--- src/lae_pkg.sv ---
package lae_pkg;

  localparam int unsigned ENTRIES     = 256;
  localparam int unsigned ENTRY_W     = 8;
  localparam int unsigned TABLE_DEPTH = (ENTRIES > 256) ? 256 : ENTRIES;
  localparam int unsigned ADDR_W      = $clog2(TABLE_DEPTH);
  localparam int unsigned DATA_W      = 64;
  localparam int unsigned STEP_W      = 7;
  localparam int unsigned CFG_IDX_W   = 2;

  localparam logic [DATA_W-1:0] WINDOW_RESET = 64'd1000000000;
  localparam logic [DATA_W-1:0] DUMP_RESET   = 64'd3000000000;

  typedef enum logic [CFG_IDX_W-1:0] {
    CFG_OVER_MODE = 2'd0,
    CFG_WINDOW    = 2'd1,
    CFG_DUMP      = 2'd2
  } cfg_idx_e;

  typedef enum logic [2:0] {
    AS_ABSENT = 3'd0,
    AS_NEW    = 3'd1,
    AS_ACTIVE = 3'd2,
    AS_ALMOST = 3'd3,
    AS_GONE   = 3'd4
  } alarm_state_e;

  typedef enum logic [1:0] {
    EV_NONE   = 2'd0,
    EV_HIT    = 2'd1,
    EV_UPDATE = 2'd2,
    EV_NORMAL = 2'd3
  } event_e;

  typedef enum logic [1:0] {
    MD_IDLE = 2'd0,
    MD_MUL  = 2'd1,
    MD_DIV  = 2'd2,
    MD_DONE = 2'd3
  } md_phase_e;

  typedef enum logic [2:0] {
    FS_IDLE  = 3'd0,
    FS_PREP  = 3'd1,
    FS_DECAY = 3'd2,
    FS_WAIT  = 3'd3,
    FS_CMP   = 3'd4,
    FS_FIN   = 3'd5
  } fsm_e;

  typedef struct packed {
    alarm_state_e      state;
    logic [DATA_W-1:0] last_time;
    logic [DATA_W-1:0] dump_time;
    logic [DATA_W-1:0] norm_time;
    logic [DATA_W-1:0] value;
    logic [DATA_W-1:0] limit;
    logic [DATA_W-1:0] hold;
  } entry_rec_t;

  typedef struct packed {
    logic              en;
    logic [ADDR_W-1:0] addr;
    entry_rec_t        rec;
  } tbl_wr_t;

  typedef struct packed {
    logic              en;
    logic [ADDR_W-1:0] addr;
  } tbl_rd_t;

endpackage

--- src/lae_muldiv.sv ---
module lae_muldiv
  import lae_pkg::*;
(
  input  logic              clk_i,
  input  logic              rst_ni,
  input  logic              start_i,
  input  logic [DATA_W-1:0] a_i,
  input  logic [DATA_W-1:0] b_i,
  input  logic [DATA_W-1:0] d_i,
  output logic              done_o,
  output logic [DATA_W-1:0] q_o
);

  md_phase_e             phase_q, phase_d;
  logic [STEP_W-1:0]     cnt_q;
  logic [2*DATA_W-1:0]   acc_q;
  logic [DATA_W-1:0]     rem_q;
  logic [DATA_W-1:0]     a_q;
  logic [DATA_W-1:0]     d_q;
  logic [DATA_W:0]       mul_sum;
  logic [DATA_W:0]       rem_sh;
  logic [DATA_W:0]       rem_sub;
  logic                  rem_ge;

  // one multiply step: add a into the upper half, shift right
  assign mul_sum = {1'b0, acc_q[2*DATA_W-1:DATA_W]} + (acc_q[0] ? {1'b0, a_q} : '0);
  // one restoring divide step
  assign rem_sh  = {rem_q, acc_q[2*DATA_W-1]};
  assign rem_ge  = rem_sh >= {1'b0, d_q};
  assign rem_sub = rem_sh - {1'b0, d_q};

  always_comb begin
    phase_d = phase_q;
    unique case (phase_q)
      MD_IDLE: if (start_i) phase_d = MD_MUL;
      MD_MUL:  if (cnt_q == STEP_W'(DATA_W - 1)) phase_d = MD_DIV;
      MD_DIV:  if (cnt_q == STEP_W'(2 * DATA_W - 1)) phase_d = MD_DONE;
      MD_DONE: phase_d = MD_IDLE;
      default: phase_d = MD_IDLE;
    endcase
  end

  always_comb begin
    done_o = (phase_q == MD_DONE);
    q_o    = acc_q[DATA_W-1:0];
  end

  always_ff @(posedge clk_i or negedge rst_ni) begin
    if (!rst_ni) begin
      phase_q <= MD_IDLE;
    end else begin
      phase_q <= phase_d;
    end
  end

  always_ff @(posedge clk_i) begin
    unique case (phase_q)
      MD_IDLE: begin
        acc_q <= {{DATA_W{1'b0}}, b_i};
        a_q   <= a_i;
        d_q   <= d_i;
        rem_q <= '0;
        cnt_q <= '0;
      end
      MD_MUL: begin
        acc_q <= {mul_sum, acc_q[DATA_W-1:1]};
        cnt_q <= (cnt_q == STEP_W'(DATA_W - 1)) ? '0 : cnt_q + 1'b1;
      end
      MD_DIV: begin
        rem_q <= rem_ge ? rem_sub[DATA_W-1:0] : rem_sh[DATA_W-1:0];
        acc_q <= {acc_q[2*DATA_W-2:0], rem_ge};
        cnt_q <= cnt_q + 1'b1;
      end
      default: begin
        cnt_q <= '0;
      end
    endcase
  end

endmodule

--- config.mk ---
export PLATFORM = sky130hd
export DESIGN_NAME = lae_muldiv
export DESIGN_NICKNAME = d
export VERILOG_FILES = /design/src/lae_pkg.sv /design/src/lae_muldiv.sv
export SDC_FILE = /design/constraint.sdc
export NUM_CORES = 1
export LEC_CHECK = 0
export ABC_AREA = 1
export ABC_CLOCK_PERIOD_IN_PS = 7900
export BUFFER_PORTS_ARGS = -buffer_cell sky130_fd_sc_hd__buf_2
export CORE_ASPECT_RATIO = 1.1
export CORE_MARGIN = 4
export CORE_UTILIZATION = 45
export DETAILED_ROUTE_END_ITERATION = 12
export SLEW_MARGIN = 20
export SYNTH_ARGS = -nofsm -noshare
export SYNTH_HDL_FRONTEND = slang
export SYNTH_SLANG_ARGS = --single-unit
--- constraint.sdc ---
create_clock -name clk_i -period 7.9 [get_ports clk_i]
set_clock_uncertainty 0.15 [all_clocks]
set_input_delay 1.58 -clock clk_i [delete_from_list [all_inputs] [get_ports clk_i]]
set_output_delay 1.58 -clock clk_i [all_outputs]
set_load 0.02 [all_outputs]
==> run_results.csv, run 1 <==
group,metric,value,unit
timing,setup_viol,0,
setup_path,crit_top_cell,"nand2_1",
floorplanning,die-area,62900,sq um
floorplanning,start_util,0.454,
finish,drive_gt1_frac,0.0881,
global_route,grt.overflow.total,0,
floorplanning,core_area,58400,sq um
setup_path,worst_setup_path_end_kind,"flop",
clock_tree,cts_max_level,2,
clock_tree,cts-resized-gates,0,
finish,final_nets,4511,
global_route,grt_pass1_vias,24300,
placement,dp_hpwl,67300,um
setup_path,path_cells,"ha_1, nand2_1, inv_1, nand2_1, nand2_1, nand2_1, nand3_2, nand2_1, nand2_2, nand2_1, nand2_2, nand3_4, nand2_4, nand2_1, nand2_1, nor2_1",
worst_hold_path,hold_depth,1,
clock_tree,clock_latency,0.57,ns
clock_tree,cts_setup_buffers,0,
setup_path,r2r_slack,3.66,ns
clock_tree,clockBufferDepth,3,
worst_hold_path,holdPathEnd,"cnt_q[0]",
setup_path,cp_max_fo,69,
setup_path,slowest_stage,"nand2_4",
power_and_ir_drop,peakVddDrop,155,uV
timing,min_period,4.24,ns
setup_path,worst_r2r_path_depth,16,
setup_path,crit_family,"simple AND/OR/NAND/NOR gates",
logic_synthesis,yosys_warnings,0,
timing,drv_slew,0,
floorplanning,ioPinCount,260,
outcome,status,"completed",
clock_tree,cts_made_buffers,39,
setup_path,critPathKind,"reg -> reg",
setup_path,crit_buf_inv,1,
finish,design_area,29300,sq um
timing,rsz0062_at_grt,"no",
global_route,grt_max_degree,85,
drt,wirelength,84900,um
logic_synthesis,synth.distinct_cells,45,
logic_synthesis,async_flop_share,0.00608,
timing,worst_slack,3.66,ns
clock_tree,postCtsHoldBufs,0,
placement,place_area,28000,sq um
clock_tree,cts_tree,"yes",
drt,avgRoutedWirePerCell,17.1,um
global_route,grt_pass1_wl,132000,um
drt,drt_pass1_iterations,6,
finish,fill_cells,6256,
setup_path,worstReg2RegEnd,"rem_q[32]",
placement,post-place-ws,3.66,ns
timing,clock.fmax,236,MHz
drt,routed-via-count,24500,
worst_hold_path,hp-class,"reg -> reg",
setup_path,critPathLaunchType,"flop",
timing,finalCritPeriodShare,0.537,
timing,tightest_slew,1.05,ns
drt,drt_iter0_drc,1721,
drt,drc,0,
setup_path,worst_path_largest_cell_delay,0.99,ns
placement,io_buffers,259,
job,cap_violations,0,
timing,relSlewSlack,0.300,
setup_path,worstSetupStartpoint,"rem_q[2]",
clock_tree,path_clk_slew,0.06,ns
setup_path,r2r-start,"rem_q[2]",
timing,worst_hold_slack,0.309,ns
logic_synthesis,synthFlopType,"edfxtp_1",
clock_tree,cts_root_buf,"clkbuf_16",
finish,area_growth,10.4,%
logic_synthesis,netlist_instances,4015,
timing,tns,0,ns
placement,place_congestion,1.03,
floorplanning,rows,93,
drt,drt-vias-per-instance,4.93,
drt,ant_nets,0,
logic_synthesis,synth-edff-count,320,
global_route,antenna_found_initial,8,
logic_synthesis,seq_area_frac_synth,0.370,
logic_synthesis,avgSynthCellArea,6.60,sq um
setup_path,crit_required,8.06,ns
worst_hold_path,min-delay-start,"cnt_q[0]",
global_route,gr-usage-all-layers,0.265,
logic_synthesis,syn_nets,4346,
clock_tree,cts.sinks,329,
logic_synthesis,ys_ff_latch,329,
logic_synthesis,synth_area,26500,sq um
timing,final_hold_viol_count,0,
floorplanning,fp.dieH,263,um
floorplanning,fp.dieW,239,um
setup_path,worstPathArrival,4.40,ns
power_and_ir_drop,p_per_area,125,nW/um^2
power_and_ir_drop,p_leak,15.8,nW
-- report_power, final --
group / leakage [nW] / internal, mW / switching [mW] / total [mW]
Combinational: 12.0 / 0.0333 / 0.0157 / 0.0490
Sequential: 3.21 / 1.90 / 0 / 1.90
Clock: 0.590 / 0.993 / 0.731 / 1.72
Total: 15.8 / 2.92 / 0.747 / 3.67
-- cell usage in the layout, fill, tap and decap left out, types with 7 or more instances in the layout --
cell type	synthesis	routed
nand2_1	1517	1516
inv_1	796	794
a21oi_1	352	352
edfxtp_1	320	320
nor2_1	307	307
buf_2	13	259
nand3_1	180	180
ha_1	134	131
nand3b_1	51	51
o21ai_0	48	48
clkbuf_16	0	40
nor3_1	36	36
xor2_1	32	32
nor2_2	19	19
nand4_1	17	17
clkbuf_1	52	12
buf_4	68	10
inv_2	9	9
diode_2	0	8
dfxtp_1	7	7
-- worst max-delay path by stage --
stage                           end  slack (ns)  depth (start not counted)
final                     rem_q[32]        3.66                         16
after global routing      rem_q[34]        3.33                         16
after CTS                 rem_q[32]        3.66                         16
after detailed placement  rem_q[32]        3.66                         16
after global placement     rem_q[0]        3.69                         16
after floorplan            rem_q[0]        2.02                          4
-- per-layer routing --
metal  wire length, um  part of all wire  GRT usage  up-vias
met4              4650             0.055      0.125        0
li1                  -                 -          -    12700
met3              3430             0.040     0.0291      179
met1             34400              0.41      0.313    11000
met5                 0                 0          0        -
met2             42400              0.50      0.477      585
-- synthesized netlist by cell type (all sizes together), types with 2 or more instances --
| library cell | n | area (sq um) |
|---|---|---|
| and3 | 3 | 18.8 |
| and2 | 3 | 18.8 |
| fa | 2 | 40.0 |
| nor3 | 37 | 190 |
| o21a | 3 | 22.5 |
| clkbuf | 52 | 195 |
| a21oi | 353 | 1770 |
| dfxtp | 7 | 140 |
| or2 | 4 | 25.0 |
| o21bai | 4 | 30.0 |
| ha | 134 | 1680 |
| inv | 805 | 3020 |
| o21ai | 50 | 250 |
| buf | 93 | 644 |
| nor2 | 328 | 1290 |
| nor3b | 2 | 15.0 |
| nand2 | 1521 | 5720 |
| nand3 | 183 | 938 |
| nand4 | 17 | 106 |
| dfrtp | 2 | 50.1 |
| xor2 | 32 | 280 |
| edfxtp | 320 | 9610 |
| nand3b | 51 | 383 |
| xnor2 | 2 | 17.5 |
-- area by class of cell --
cell class                      count  area, sq um  area share
Antenna cell                        8         20.0    0.000684
Clock buffer                       55         1090      0.0372
Clock inverter                     15          113     0.00385
Inverter                          806         3030       0.104
Multi-Input combinational cell   2735        12900       0.440
Sequential cell                   329         9800       0.335
Tap cell                          760          951      0.0325
Timing Repair Buffer              269         1370      0.0469
-- worst reg2reg max path, stage by stage, from the launching register on --
cell and delay (ns):
edfxtp_1 0.39, ha_1 0.53, nand2_1 0.16, inv_1 0.10, nand2_1 0.05, nand2_1 0.05
nand2_1 0.06, nand3_2 0.14, nand2_1 0.08, nand2_2 0.14, nand2_1 0.10, nand2_2 0.10
nand3_4 0.58, nand2_4 1.04, nand2_1 0.17, nand2_1 0.09, nor2_1 0.05
-- logic make-up (layout without fill, tap and decap cells) --
| group | Yosys count | after routing | synth area share |
|---|---|---|---|
| adders and majority gates | 136 | 136 | 0.0648 |
| DFF | 329 | 329 | 0.370 |
| AOI/OAI and AO/OA | 415 | 415 | 0.0797 |
| xor gates and xnor gates | 34 | 34 | 0.0112 |
| buffers and inverters | 951 | 1145 | 0.146 |
| other | 0 | 8 | 0 |
| and+or+nand+nor | 2150 | 2150 | 0.329 |
-- through the flow --
step | utilization | instances | power (mW)
global placement | 0.480 | 4899 | 1.98
finish | 0.501 | 4977 | 3.67
global route | 0.501 | 4977 | 3.79
floorplan | - | 4015 | 1.93
CTS | 0.501 | 4969 | 3.72
detailed placement | 0.480 | 4899 | 1.98
-- flip-flops by register name (all words and copies together) (netlist names) --
register  cells
acc_q       128
a_q          64
d_q          64
rem_q        64
cnt_q         7
phase_q       2
Power figures use the tool's default switching activity.
==> run 2, diff against run 1 <==
- ABC_AREA: 1 -> 0
- ABC_CLOCK_PERIOD_IN_PS: 7900 -> 3700
- PLACE_DENSITY: unset -> 0.67
- clock period: 7.9 -> 3.7 ns (I/O delays scaled with it)
==> run 2 against run 1 <==
Against the previous run: the run now ends with negative setup slack left; critical endpoint is now acc_q[116]; via count decreased by 27%; synthesized cell count decreased by 44%; critical path depth decreased by 2; sequential cell count unchanged.
==> run_results.csv, run 2 <==
group,metric,value,unit
outcome,status,"finished with violations",
outcome,violations,"negative setup slack",
job,cap_violations,0,
finish,drive_gt1_frac,0.237,
setup_path,r2r_slack,-0.005,ns
clock_tree,path_clk_slew,0.07,ns
timing,worst_hold_slack,0.190,ns
logic_synthesis,yosys_warnings,0,
setup_path,crit_top_cell,"o21ai_1",
drt,avgRoutedWirePerCell,18.9,um
setup_path,worst_setup_path_end_kind,"flop",
floorplanning,die-area,52400,sq um
floorplanning,fp.dieH,240,um
drt,drt-vias-per-instance,5.60,
clock_tree,cts_tree,"yes",
timing,setup_viol,1,
power_and_ir_drop,peakVddDrop,967,uV
timing,finalCritPeriodShare,1.00,
setup_path,cp_max_fo,5,
placement,place_congestion,0.930,
logic_synthesis,syn_nets,2572,
timing,clock.fmax,270,MHz
global_route,grt_pass1_wl,94000,um
timing,tns,-0.00537,ns
placement,io_buffers,259,
logic_synthesis,synth_area_leaders,"edfxtp_1, ha_1, a21oi_1",
drt,drc,0,
placement,dp_hpwl,43700,um
setup_path,worstPathArrival,3.86,ns
logic_synthesis,seq_area_frac_synth,0.447,
logic_synthesis,netlist_instances,2241,
floorplanning,core_area,48000,sq um
logic_synthesis,synth_area,21900,sq um
logic_synthesis,synth-edff-count,320,
finish,mostFrequentLayoutCells,"edfxtp_1, buf_2, a21oi_1",
global_route,antenna_found_initial,0,
clock_tree,cts_root_buf,"clkbuf_16",
logic_synthesis,ys_ff_latch,329,
logic_synthesis,async_flop_share,0.00608,
worst_hold_path,hp-class,"in -> reg",
finish,fin_util,0.549,
setup_path,worst_path_largest_cell_delay,0.48,ns
timing,relSlewSlack,0.301,
floorplanning,fp.dieW,219,um
timing,tightest_slew,1.05,ns
timing,drv_slew,0,
finish,layout_commonest_cell,"edfxtp_1",
drt,drt_iter0_drc,1124,
setup_path,crit_required,3.86,ns
logic_synthesis,synthFlopType,"edfxtp_1",
power_and_ir_drop,p_per_area,1080,nW/um^2
clock_tree,cts.sinks,329,
setup_path,slowest_stage,"edfxtp_1",
finish,area_growth,20.1,%
timing,rsz0062_at_grt,"yes",
global_route,gr-usage-all-layers,0.220,
floorplanning,start_util,0.457,
finish,largest_register,"acc_q",
timing,final_hold_viol_count,0,
logic_synthesis,yosysMostFrequentCell,"edfxtp_1",
drt,routed-via-count,18000,
drt,drt_pass1_iterations,5,
logic_synthesis,synth_top_area_cell,"edfxtp_1",
logic_synthesis,synth_top_area_share,0.438,
clock_tree,cts_max_level,2,
logic_synthesis,synthTopCellsByCount,"edfxtp_1, a21oi_1, nor2_1, nand2_1, ha_1",
setup_path,critPathKind,"reg -> reg",
clock_tree,clockBufferDepth,3,
global_route,grt.overflow.total,0,
setup_path,path_cells,"buf_6, clkbuf_16, and2_1, ha_1, a21oi_1, o21ai_1, a221o_1, a21oi_2, o221ai_1, a41o_2, a31oi_4, o21ai_1, nor4b_1, or3_1",
timing,min_period,3.71,ns
timing,worst_slack,-0.00537,ns
global_route,grt_pass1_vias,17800,
floorplanning,rows,84,
logic_synthesis,avgSynthCellArea,9.79,sq um
power_and_ir_drop,p_total,28.6,mW
power_and_ir_drop,p_leak,11.0,nW
floorplanning,ioPinCount,260,
logic_synthesis,synth.distinct_cells,85,
drt,wirelength,60600,um
finish,largest_reg_flops,128,
drt,ant_nets,0,
setup_path,critPathLaunchType,"flop",
global_route,grt_max_degree,163,
clock_tree,clock_latency,0.57,ns
clock_tree,cts_made_buffers,39,
finish,final_nets,2868,
run 2: changes by cell type after synthesis, moves of 45 or more:
cell,before,now
a21oi_1,352,217
xnor2_1,2,67
a21o_1,1,70
clkbuf_1,52,97
inv_1,796,111
nand3b_1,51,1
and2_1,3,72
nor2_1,307,197
nand2_1,1517,149
a22oi_1,0,93
mux2i_1,0,45
nand3_1,180,39
run 2: final timing paths:
kind                          start         end  cells after the start
max                        acc_q[0]  acc_q[116]                     14
min                          d_i[4]      d_q[4]                      1
max reg2reg                acc_q[0]  acc_q[116]                     14
min reg2reg                cnt_q[0]    cnt_q[0]                      1
max in group asynchronous    rst_ni  phase_q[0]                      2
min in group asynchronous    rst_ni  phase_q[1]                      2
run 2: logic make-up (layout without fill, tap and decap cells):
| logic type | count (synthesis) | after routing | synth area share |
|---|---|---|---|
| AOI/OAI and AO/OA | 685 | 685 | 0.205 |
| other | 0 | 3 | 0 |
| and+or+nand+nor | 625 | 625 | 0.137 |
| buffers and inverters | 304 | 629 | 0.0659 |
| muxes | 46 | 46 | 0.0210 |
| xor gates and xnor gates | 116 | 116 | 0.0463 |
| adders and majority gates | 136 | 136 | 0.0782 |
| DFF | 329 | 329 | 0.447 |
run 2: per-layer routing:
layer,share of wire,up-vias,global-route usage
li1,-,8790,-
met1,0.43,8653,0.291
met2,0.50,472,0.378
met3,0.048,90,0.0318
met4,0.025,0,0.0613
met5,0,-,0
run 2: stage by stage:
stage	instances	setup WS [ns]	instance area (sq um)
floorplan	2241	0.0157	22000
global placement	3130	-0.0917	24500
detailed placement	3130	-0.127	24500
CTS	3202	-0.0488	25800
global route	3211	-0.114	26300
finish	3214	-0.00537	26400
run 2: final cells by class:
type,count,area (sq um)
flip-flops and latches,329,9800
clock inverters,26,269
inverters,112,424
well taps,645,807
multi-input cells,1608,11200
diodes,3,7.51
clock buffers,44,995
repair buffers,447,2870
fillers,4342,21700
run 2: timing repair:
action / in CTS / in global routing
gates cloned: 0 / 4
endpoints found under the setup margin: 10 / 75
setup buffers: 1 / 5
endpoints found under the hold margin: 2 / 0
pin swaps: 3 / 22
hold buffers: 1 / 0
gates resized for setup: 4 / 86
run 2: power by group:
| group | leakage, nW | total [mW] | internal [mW] | switching (mW) |
|---|---|---|---|---|
| Sequential | 3.36 | 7.43 | 6.51 | 0.922 |
| Clock | 0.615 | 3.89 | 2.29 | 1.60 |
| Combinational | 7.02 | 17.3 | 7.01 | 10.2 |
run 2: worst max-delay path: cells and delay by family (launching register included):
family / cells / cell delay (ns)
flops: 1 / 0.48
fa+ha+maj: 1 / 0.29
buf+inv: 2 / 0.35
simple gates: 3 / 0.65
compound gates: 8 / 1.53
